`src/rtl/glu_pkg.sv`:
```
package glu_pkg;

  localparam int unsigned IN_W  = 32;
  localparam int unsigned GCD_W = 32;
  localparam int unsigned LCM_W = 63;

  typedef struct packed {
    logic busy;
    logic done;
  } glu_stat_t;

endpackage

```
`src/rtl/glu_gcd.sv`:
```
module glu_gcd import glu_pkg::*; #(
  parameter int unsigned W = 32
) (
  input  logic         clk_i,
  input  logic         rst_ni,
  input  logic         start_i,
  input  logic [W-1:0] a_i,
  input  logic [W-1:0] b_i,
  output glu_stat_t    stat_o,
  output logic [W-1:0] gcd_o
);

  localparam int unsigned KW = $clog2(W);

  localparam logic [1:0] G_IDLE    = 2'd0;
  localparam logic [1:0] G_TWOS    = 2'd1;
  localparam logic [1:0] G_REDUCE  = 2'd2;
  localparam logic [1:0] G_RESTORE = 2'd3;

  logic [1:0]    st_q, st_d;
  logic          done_q, done_d;
  logic [KW-1:0] k_q, k_d;
  logic [W-1:0]  x_q, x_d, y_q, y_d;
  logic [W:0]    diff;

  // shared subtract: y - x, borrow tells which is larger
  assign diff = {1'b0, y_q} - {1'b0, x_q};

  always_comb begin
    st_d   = st_q;
    k_d    = k_q;
    x_d    = x_q;
    y_d    = y_q;
    done_d = 1'b0;
    unique case (st_q)
      G_IDLE: begin
        if (start_i) begin
          x_d  = a_i;
          y_d  = b_i;
          k_d  = '0;
          st_d = G_TWOS;
        end
      end
      G_TWOS: begin
        if (x_q == '0 || y_q == '0) begin
          x_d  = x_q | y_q;
          st_d = G_RESTORE;
        end else if (!x_q[0] && !y_q[0]) begin
          x_d = x_q >> 1;
          y_d = y_q >> 1;
          k_d = k_q + KW'(1);
        end else begin
          st_d = G_REDUCE;
        end
      end
      G_REDUCE: begin
        if (y_q == '0) begin
          st_d = G_RESTORE;
        end else if (!x_q[0]) begin
          x_d = x_q >> 1;
        end else if (!y_q[0]) begin
          y_d = y_q >> 1;
        end else if (!diff[W]) begin
          y_d = diff[W-1:0];
        end else begin
          x_d = W'(~diff + 1'b1);
        end
      end
      G_RESTORE: begin
        if (k_q == '0) begin
          done_d = 1'b1;
          st_d   = G_IDLE;
        end else begin
          x_d = x_q << 1;
          k_d = k_q - KW'(1);
        end
      end
      default: st_d = G_IDLE;
    endcase
  end

  always_ff @(posedge clk_i or negedge rst_ni) begin
    if (!rst_ni) begin
      st_q   <= G_IDLE;
      done_q <= 1'b0;
    end else begin
      st_q   <= st_d;
      done_q <= done_d;
    end
  end

  always_ff @(posedge clk_i) begin
    k_q <= k_d;
    x_q <= x_d;
    y_q <= y_d;
  end

  assign stat_o.busy = (st_q != G_IDLE);
  assign stat_o.done = done_q;
  assign gcd_o       = x_q;

endmodule

```
`src/rtl/glu_div.sv`:
```
module glu_div import glu_pkg::*; #(
  parameter int unsigned W = 32
) (
  input  logic         clk_i,
  input  logic         rst_ni,
  input  logic         start_i,
  input  logic [W-1:0] dividend_i,
  input  logic [W-1:0] divisor_i,
  output glu_stat_t    stat_o,
  output logic [W-1:0] quot_o
);

  localparam int unsigned CW = $clog2(W);

  logic          busy_q, busy_d, done_q, done_d;
  logic [CW-1:0] cnt_q, cnt_d;
  logic [W-1:0]  rem_q, rem_d, quo_q, quo_d, dvs_q, dvs_d;
  logic [W:0]    trial;
  logic [W+1:0]  diff;

  assign trial = {rem_q, quo_q[W-1]};
  assign diff  = {1'b0, trial} - {2'b00, dvs_q};

  always_comb begin
    busy_d = busy_q;
    done_d = 1'b0;
    cnt_d  = cnt_q;
    rem_d  = rem_q;
    quo_d  = quo_q;
    dvs_d  = dvs_q;
    if (busy_q) begin
      rem_d = diff[W+1] ? trial[W-1:0] : diff[W-1:0];
      quo_d = {quo_q[W-2:0], ~diff[W+1]};
      cnt_d = cnt_q - CW'(1);
      if (cnt_q == '0) begin
        busy_d = 1'b0;
        done_d = 1'b1;
      end
    end else if (start_i) begin
      busy_d = 1'b1;
      cnt_d  = CW'(W - 1);
      rem_d  = '0;
      quo_d  = dividend_i;
      dvs_d  = divisor_i;
    end
  end

  always_ff @(posedge clk_i or negedge rst_ni) begin
    if (!rst_ni) begin
      busy_q <= 1'b0;
      done_q <= 1'b0;
    end else begin
      busy_q <= busy_d;
      done_q <= done_d;
    end
  end

  always_ff @(posedge clk_i) begin
    cnt_q <= cnt_d;
    rem_q <= rem_d;
    quo_q <= quo_d;
    dvs_q <= dvs_d;
  end

  assign stat_o.busy = busy_q;
  assign stat_o.done = done_q;
  assign quot_o      = quo_q;

endmodule

```
`src/rtl/glu_mul.sv`:
```
module glu_mul import glu_pkg::*; #(
  parameter int unsigned W = 32
) (
  input  logic           clk_i,
  input  logic           rst_ni,
  input  logic           start_i,
  input  logic [W-1:0]   mplier_i,
  input  logic [W-1:0]   mcand_i,
  output glu_stat_t      stat_o,
  output logic [2*W-1:0] prod_o
);

  localparam int unsigned CW = $clog2(W);

  logic          busy_q, busy_d, done_q, done_d;
  logic [CW-1:0] cnt_q, cnt_d;
  logic [W:0]    hi_q, hi_d, sum;
  logic [W-1:0]  lo_q, lo_d, mcand_q, mcand_d;

  assign sum = hi_q + (lo_q[0] ? {1'b0, mcand_q} : '0);

  always_comb begin
    busy_d  = busy_q;
    done_d  = 1'b0;
    cnt_d   = cnt_q;
    hi_d    = hi_q;
    lo_d    = lo_q;
    mcand_d = mcand_q;
    if (busy_q) begin
      hi_d  = {1'b0, sum[W:1]};
      lo_d  = {sum[0], lo_q[W-1:1]};
      cnt_d = cnt_q - CW'(1);
      if (cnt_q == '0) begin
        busy_d = 1'b0;
        done_d = 1'b1;
      end
    end else if (start_i) begin
      busy_d  = 1'b1;
      cnt_d   = CW'(W - 1);
      hi_d    = '0;
      lo_d    = mplier_i;
      mcand_d = mcand_i;
    end
  end

  always_ff @(posedge clk_i or negedge rst_ni) begin
    if (!rst_ni) begin
      busy_q <= 1'b0;
      done_q <= 1'b0;
    end else begin
      busy_q <= busy_d;
      done_q <= done_d;
    end
  end

  always_ff @(posedge clk_i) begin
    cnt_q   <= cnt_d;
    hi_q    <= hi_d;
    lo_q    <= lo_d;
    mcand_q <= mcand_d;
  end

  assign stat_o.busy = busy_q;
  assign stat_o.done = done_q;
  assign prod_o      = {hi_q[W-1:0], lo_q};

endmodule

```
`src/rtl/gcd_lcm_unit.sv`:
```
// Channel | Handshake                  | Payload
// in      | in_valid_i / in_stall_o    | first_operand_i, second_operand_i
// out     | out_valid_o / out_stall_i  | gcd_value_o, lcm_value_o
//
// One item at a time: binary gcd (common-twos, subtract/shift, restore),
// then W-step restoring division |a|/gcd, then W-step shift-add multiply by |b|.
// (W = OPERAND_WIDTH); the gcd loop makes the total time depend on the operands.
// in_stall_o is high from acceptance until the result enters the output register.
// A result waiting on out_stall_i does not block acceptance of the next item.
// rst_ni clears the sequencer and output valid; no clearing pass.
module gcd_lcm_unit import glu_pkg::*; #(
  parameter int unsigned OPERAND_WIDTH = 32
) (
  input  logic             clk_i,
  input  logic             rst_ni,
  input  logic             in_valid_i,
  output logic             in_stall_o,
  input  logic [IN_W-1:0]  first_operand_i,
  input  logic [IN_W-1:0]  second_operand_i,
  output logic             out_valid_o,
  input  logic             out_stall_i,
  output logic [GCD_W-1:0] gcd_value_o,
  output logic [LCM_W-1:0] lcm_value_o
);

  localparam int unsigned W = OPERAND_WIDTH;

  localparam logic [2:0] S_IDLE = 3'd0;
  localparam logic [2:0] S_GCD  = 3'd1;
  localparam logic [2:0] S_DIV  = 3'd2;
  localparam logic [2:0] S_MUL  = 3'd3;
  localparam logic [2:0] S_OUT  = 3'd4;

  logic [2:0]       st_q, st_d;
  logic             out_valid_q, out_valid_d;
  logic [W-1:0]     a_q, b_q, g_q;
  logic [W-1:0]     fa, fb, mag_a, mag_b, gcd_res, quot;
  logic [2*W-1:0]   prod;
  logic [GCD_W-1:0] gcd_out_q;
  logic [LCM_W-1:0] lcm_out_q;
  logic             in_xfer, load_out;
  glu_stat_t        gcd_stat, div_stat, mul_stat;

  assign fa    = first_operand_i[W-1:0];
  assign fb    = second_operand_i[W-1:0];
  assign mag_a = fa[W-1] ? W'(~fa + 1'b1) : fa;
  assign mag_b = fb[W-1] ? W'(~fb + 1'b1) : fb;

  assign in_stall_o = (st_q != S_IDLE);
  assign in_xfer    = in_valid_i && !in_stall_o;
  assign load_out   = (st_q == S_OUT) && (!out_valid_q || !out_stall_i);

  glu_gcd #(.W(W)) u_gcd (
    .clk_i   (clk_i),
    .rst_ni  (rst_ni),
    .start_i (in_xfer),
    .a_i     (mag_a),
    .b_i     (mag_b),
    .stat_o  (gcd_stat),
    .gcd_o   (gcd_res)
  );

  glu_div #(.W(W)) u_div (
    .clk_i      (clk_i),
    .rst_ni     (rst_ni),
    .start_i    (gcd_stat.done),
    .dividend_i (a_q),
    .divisor_i  (gcd_res),
    .stat_o     (div_stat),
    .quot_o     (quot)
  );

  glu_mul #(.W(W)) u_mul (
    .clk_i    (clk_i),
    .rst_ni   (rst_ni),
    .start_i  (div_stat.done),
    .mplier_i (quot),
    .mcand_i  (b_q),
    .stat_o   (mul_stat),
    .prod_o   (prod)
  );

  always_comb begin
    st_d = st_q;
    unique case (st_q)
      S_IDLE:  if (in_xfer) st_d = S_GCD;
      S_GCD:   if (gcd_stat.done) st_d = S_DIV;
      S_DIV:   if (div_stat.done) st_d = S_MUL;
      S_MUL:   if (mul_stat.done) st_d = S_OUT;
      S_OUT:   if (load_out) st_d = S_IDLE;
      default: st_d = S_IDLE;
    endcase
  end

  always_comb begin
    out_valid_d = out_valid_q;
    if (load_out) begin
      out_valid_d = 1'b1;
    end else if (out_valid_q && !out_stall_i) begin
      out_valid_d = 1'b0;
    end
  end

  always_ff @(posedge clk_i or negedge rst_ni) begin
    if (!rst_ni) begin
      st_q        <= S_IDLE;
      out_valid_q <= 1'b0;
    end else begin
      st_q        <= st_d;
      out_valid_q <= out_valid_d;
    end
  end

  always_ff @(posedge clk_i) begin
    if (in_xfer) begin
      a_q <= mag_a;
      b_q <= mag_b;
    end
    if (gcd_stat.done) begin
      g_q <= gcd_res;
    end
    if (load_out) begin
      gcd_out_q <= GCD_W'(g_q);
      lcm_out_q <= LCM_W'(prod[2*W-2:0]);
    end
  end

  assign out_valid_o = out_valid_q;
  assign gcd_value_o = gcd_out_q;
  assign lcm_value_o = lcm_out_q;

  a_accept_starts: assert property (@(posedge clk_i) disable iff (!rst_ni)
    in_xfer |=> st_q == S_GCD)
    else $error("accepted item did not start gcd");

  a_out_from_seq: assert property (@(posedge clk_i) disable iff (!rst_ni)
    $rose(out_valid_o) |-> $past(st_q) == S_OUT)
    else $error("output valid raised outside output step");

  a_gcd_busy: assert property (@(posedge clk_i) disable iff (!rst_ni)
    gcd_stat.busy |-> st_q == S_GCD)
    else $error("gcd unit busy outside gcd step");

  a_div_busy: assert property (@(posedge clk_i) disable iff (!rst_ni)
    div_stat.busy |-> st_q == S_DIV)
    else $error("divider busy outside division step");

  a_mul_busy: assert property (@(posedge clk_i) disable iff (!rst_ni)
    mul_stat.busy |-> st_q == S_MUL)
    else $error("multiplier busy outside multiply step");

  a_zero_gcd_lcm: assert property (@(posedge clk_i) disable iff (!rst_ni)
    out_valid_o && gcd_value_o == '0 |-> lcm_value_o == '0)
    else $error("nonzero lcm with zero gcd");

endmodule
```
`config.mk`:
```
export PLATFORM = sky130hd
export DESIGN_NAME = gcd_lcm_unit
export DESIGN_NICKNAME = d
export VERILOG_FILES = /design/src/rtl/glu_pkg.sv /design/src/rtl/glu_gcd.sv /design/src/rtl/glu_div.sv /design/src/rtl/glu_mul.sv /design/src/rtl/gcd_lcm_unit.sv
export SDC_FILE = /design/constraint.sdc
export NUM_CORES = 1
export LEC_CHECK = 0
export BUFFER_PORTS_ARGS = -buffer_cell sky130_fd_sc_hd__buf_4
export CAP_MARGIN = 5
export CORE_AREA = 2 2 232 234
export DETAILED_ROUTE_END_ITERATION = 8
export DIE_AREA = 0 0 234 236
export PLACE_DENSITY = 0.72
export SYNTH_ARGS = -nofsm -noshare
export SYNTH_HDL_FRONTEND = slang
export SYNTH_SLANG_ARGS = --single-unit
```
`constraint.sdc`:
```
create_clock -name clk_i -period 10.4 [get_ports clk_i]
set_input_delay 0 -clock clk_i [delete_from_list [all_inputs] [get_ports clk_i]]
set_output_delay 0 -clock clk_i [all_outputs]
set_load 0.02 [all_outputs]
```
Word level (Yosys, flattened, before mapping)
Index checks and enable logic that the tools add are counted.

word-level totals
  register bits = 473
  bits of input ports = 68
  output and inout port bits = 97
  logic and storage cells = 165

operators by class
  add/subtract/negate cells = 10
  equality and inequality tests = 25
  multiplexer cells = 64
  bitwise logic cells = 7
  reductions and logical operators = 33

operator list
  kind                                                                 count
  32-bit two-way mux                                                   27
  32-bit one-hot mux with 4 select lines                               1
  32-bit by 1-bit adder with 32-bit output (second input constant)     3
  32-bit NOT                                                           3
  32-bit one-hot mux with 3 select lines                               1
  32-bit zero test                                                     2
  5-bit two-way mux                                                    8
  33-bit by 32-bit subtractor with 34-bit output                       1
  32-bit by 33-bit adder with 33-bit output                            1
  32-bit by 32-bit subtractor with 33-bit output                       1
  32-bit bitwise OR                                                    1
  5-bit zero test                                                      3
  3-bit two-way mux                                                    5
  3-bit one-hot mux with 5 select lines                                1
  5-bit one-hot mux with 3 select lines                                1
  5-bit by 1-bit subtractor with 5-bit output (second input constant)  3
  1-bit two-way mux                                                    14
  2-bit by 1-bit != test with 1-bit output (second input constant)     7
  2-bit != test (second input constant)                                6
  6-bit AND reduction                                                  2
  2-bit two-way mux                                                    5
  5-bit AND reduction                                                  2
  3-bit != test (second input constant)                                3
  3-bit nonzero test                                                   3
  19 further kinds                                                     35

Depth between registers and ports, before layout
  depth after elaboration = 8
  mapped depth = 16
  depth with buffers taken out = 14

Hierarchy
From an unflattened synthesis, not the netlist that was laid out.

second synthesis, totals
  cell total of the unflattened synthesis = 2,440
  area, all modules = 27,456.3 µm²

by module, submodules not included
  module        times used  cells an instance  area an instance (µm²)  sequential area each (µm²)
  glu_gcd       1           993                8,276.7                 2,147.1
  gcd_lcm_unit  1           425                7,462.2                 5,835.6
  glu_div       1           543                5,998.3                 3,083.0
  glu_mul       1           479                5,719.2                 3,083.0

Worst setup path before layout
No wires, ideal clock.

  kind = flip-flop to flip-flop
  from = register st_q[1]
  to = register gcd_out_q[0] (netlist: gcd_value_o[0]), enable pin
  setup time = 0.580 ns
  data arrival time = 5.290 ns
  required time = 9.820 ns
  setup slack = 4.530 ns
  stages on the path, launching flop included = 5
  buffers on the path = 1
  clock period less this slack = 5.870 ns
  cells stage by stage = dfrtp_1 clkbuf_1 nor2_1 nand2_1 a21oi_1

on the way
  cells in the longest elaborated chain, start to end = 2

RTL lines
  what                    RTL line             text
  start, declared         gcd_lcm_unit.sv:34   logic [2:0] st_q, st_d;
  start signal, assigned  gcd_lcm_unit.sv:109  st_q <= st_d;
  3-bit equality test     gcd_lcm_unit.sv:51   assign load_out = (st_q == S_OUT) && (!out_valid_q || !out_stall_i);
  1-bit logical AND       gcd_lcm_unit.sv:51
  via load_out            gcd_lcm_unit.sv:41   logic in_xfer, load_out;
  end signal, assigned    gcd_lcm_unit.sv:123  gcd_out_q <= GCD_W'(g_q);
  end, declared           gcd_lcm_unit.sv:39   logic [GCD_W-1:0] gcd_out_q;

The timed path passes the listed nets, and every way through them passes these cells.
A chain may end at the register's enable or synchronous reset.

Final worst setup path
  from = register u_gcd.x_q[0] (netlist: u_gcd.gcd_o[0])
  to = register u_gcd.y_q[20], data pin

on the way
  cells in the longest elaborated chain, start to end = 6

RTL lines
  what                                            RTL line       text
  start, declared                                 glu_gcd.sv:23  logic [W-1:0] x_q, x_d, y_q, y_d;
  start signal, assigned                          glu_gcd.sv:94  x_q <= x_d;
  32-bit by 32-bit subtractor with 33-bit output  glu_gcd.sv:27  assign diff = {1'b0, y_q} - {1'b0, x_q};
  32-bit two-way mux                              glu_gcd.sv:63  end else if (!diff[W]) begin
  32-bit two-way mux                              glu_gcd.sv:61  end else if (!y_q[0]) begin
  32-bit two-way mux                              glu_gcd.sv:59  end else if (!x_q[0]) begin
  32-bit two-way mux                              glu_gcd.sv:57  if (y_q == '0) begin
  32-bit one-hot mux with 3 select lines          glu_gcd.sv:35  unique case (st_q)
  via u_gcd.y_d[20]                               glu_gcd.sv:23
  end signal, assigned                            glu_gcd.sv:95  y_q <= y_d;
  end, declared                                   glu_gcd.sv:23

The timed path passes the listed nets, and every way through them passes these cells. The select of a mux whose other input is x is not followed.

==> out/metrics.csv <==
stage,metric,value,unit
status,status,"complete, no violations",
place,dp_hpwl,51150,um
setup_path,cp.arrival,5430,ps
timing,tightest_slew,1186,ps
setup_path,path_max_fanout,19,
logic_synthesis,synthArstFlopShare,2.326,%
place,placed_cells,3085,
logic_synthesis,synth_top_family_by_area,compound AO/OA/AOI/OAI gates,
clocking,clk_pin_slew_worst_paths,60,ps
logic_synthesis,synth_top_area_share,53.14,%
clocking,cts_sinks,473,
global_routing,antenna_found_initial,0,
floorplan,pin_count,165,
logic_synthesis,synth_nets,2493,
route,vias_per_cell,5.984,
floorplan,initial_core_util,49.19,%
worst_hold_path,holdCritPathClass,primary input to register,
timing,rsz0062_at_grt,no,
floorplan,die_w,234,um
global_routing,grt_pass1_vias,19000,
logic_synthesis,synth.avg_cell_area,11.45,um2
layout,area_growth,17.90,%
logic_synthesis,ys_seq_elements,473,
floorplan,die-area,55220,um2
layout,final_cells,3275,
layout,nNetsFinal,2750,
timing,max_freq,0.2008,GHz
route,vias,19600,
global_routing,grt_pass1_wl,109600,um
logic_synthesis,yosysUniqueCellTypes,91,
layout,diodes,0,
logic_synthesis,synth_area,26110,um2
logic_synthesis,yosysTopAreaCell,edfxtp_1,
route,drt_first_pass_iters,5,
global_routing,grt_max_degree,70,
global_routing,grtUsageTotal,25.66,%
pwr,p_sw,0.8305,mW
logic_synthesis,synthXorXnorAreaFrac,4.865,%
pwr,p_per_area,133.0,nW/um2
clocking,clock_path_buffers,3,
logic_synthesis,synth_commonest_cells,"edfxtp_1, nor2_1, inv_1, ha_1, a21oi_1",
floorplan,fp-row-count,85,
clocking,post-cts-setup-buffers,0,
floorplan,die_y,236,um
logic_synthesis,synth_simple_gate_area_share,13.08,%
pwr,switching_share,20.28,%
pwr,pwr-share-seq,51.1,%
pwr,p_comb_share,3.6,%
clocking,cts_tree,done,
timing,slew_headroom,20.84,%
logic_synthesis,synth_edf_count,462,
route,wl_per_cell,21.83,um
route,wl_met2,33030,um
timing,period_minus_slack,4981,ps
clocking,cts-htree-levels,2,
setup_path,cp-start-kind,register,
pwr,power.leakage,11.23,nW
layout,drive_above_1_share,14.54,%
setup_path,endpoint_kind,register,
route,wl_met1,31180,um
timing,fin_skew,28.26,ps
logic_synthesis,synthMuxAreaShare,3.441,%
timing,setup_viol,0,
place,gp_congestion,0.9295,
route,drtIter0Drc,1894,
global_routing,gr-total-overflow,0,
pwr,power.internal,3.264,mW
setup_path,worstPathRequired,10850,ps
logic_synthesis,synth_fa_ha_area_share,7.017,%
clocking,clk_latency,600,ps
place,port_buffers,164,
logic_synthesis,synth.most_common_cell,edfxtp_1,
logic_synthesis,yosysWarnings,0,
timing,fin_crit_sh,47.89,%
route,drc_errors,0,
route,wl_met3,4729,um
pwr,ir_drop,0.0001053,V
logic_synthesis,ys.flop_type,edfxtp_1,
timing,drv_slew,0,
route,wirelength,71490,um
timing,fin_tns_setup,0,ps
logic_synthesis,synthTopCellsByArea,"edfxtp_1, ha_1, xnor2_1, nor2_1, mux2_2",
clocking,clockRootBuffer,clkbuf_16,
route,topRoutingLayerUsed,met4,
logic_synthesis,postSynthCellCount,2281,
floorplan,core-area,53070,um2
clocking,numCtsBuffers,50,
logic_synthesis,synth_compound_area_share,13.81,%
layout,largest_reg_flops,63,
pwr,clkPwrFrac,45.3,%
run,max_cap_violations,0,
setup_path,critPathKind,register to register,
timing,hold_viol,0,
logic_synthesis,synth-seq-area-share,54.20,%
route,ant_nets,0,
-- worst max-delay path, stage by stage (launching register included) --
cell	delay [ps]
edfxtp_1	600
ha_1	330
fa_1	440
or2_1	330
a211oi_2	320
o221a_2	330
o31ai_4	100
a211oi_1	380
o21ai_0	240
o31a_1	420
nor2_2	960
a22oi_1	220
a21oi_1	190
-- placed cells by master, fill, tap and decap left out, types with 25 or more instances in the layout --
master and count:
and2_1 41, inv_1 159, o21ai_0 96, dlygate4sd3_1 97, o31ai_1 26, nor2b_1 27
nand2b_1 25, clkbuf_16 53, ha_1 139, xnor2_1 105, nor3_1 51, nor2_1 194
xor2_1 40, or3_1 33, a21o_1 27, mux2_2 62, nand2_1 127, nor4_1 33
a21oi_1 129, buf_4 190, nand3_1 34, edfxtp_1 462
-- metrics by stage --
step           setup WS [ps]  total power [mW]  util, %  instance area (um2)  hold WS, ps
6_report                5419             4.095    58.00                30780        208.5
5_1_grt                 5252             4.205    58.00                30780        183.7
4_1_cts                 5569             4.119    58.00                30780        179.4
3_5_place_dp            5568             2.242    52.98                28120       -146.4
3_3_place_gp            5652             2.238    52.98                28120       -150.7
2_1_floorplan           4530             2.183        -                26110       -295.6
-- cells by family (layout without fill, tap and decap cells) --
| kind of cell | count (synthesis) | after routing |
|---|---|---|
| XOR/XNOR | 145 | 145 |
| adder cells (fa/ha/maj) | 144 | 144 |
| AND/OR/NAND/NOR | 666 | 666 |
| multiplexers | 82 | 82 |
| AO/OA/AOI/OAI | 525 | 525 |
| buffers and inverters | 246 | 544 |
| flip-flops | 473 | 473 |
-- per-layer routing --
metal	GRT usage (%)	vias to the layer above
met2	40.47	792
met4	9.168	0
met3	3.143	132
li1	-	9079
met5	0	-
met1	36.52	9594
-- power groups by stage --
stage,Clock (mW),Combinational (mW),Sequential (mW)
floorplan,0,0.0508,2.13
global placement,0,0.105,2.13
detailed placement,0,0.108,2.13
CTS,1.88,0.146,2.09
global route,1.95,0.157,2.09
finish,1.85,0.148,2.09
-- path summary, 6_finish.rpt --
path / from / end / slack, ps / cells past startpoint
setup / recovery: u_gcd.gcd_o[0] / u_gcd.y_q[20] / 5420 / 12
hold / removal: first_operand_i[0] / a_q[0] / 210 / 2
setup reg to reg: u_gcd.gcd_o[0] / u_gcd.y_q[20] / 5420 / 12
hold reg to reg: b_q[24] / u_mul.mcand_q[24] / 410 / 0
max in group asynchronous: rst_ni / u_mul.busy_q / 9510 / 3
min in group asynchronous: rst_ni / u_mul.done_q / 510 / 3
-- layout make-up --
type	count	area, um2
multi-input combinational	1562	11050
inverter	164	615.6
clock buffer	63	1364
tap	696	870.8
sequential	473	14150
fill	4229	22290
clock inverter	30	329.1
timing repair buffer	287	2397
-- timing repair --
action | 4_1_cts | 5_1_grt
setup endpoints to repair | 0 | 0
endpoints found under the hold margin | 109 | 0
resized for setup | 0 | 0
hold buffers | 97 | 0
Note: power is estimated with default switching activity, not from simulation.
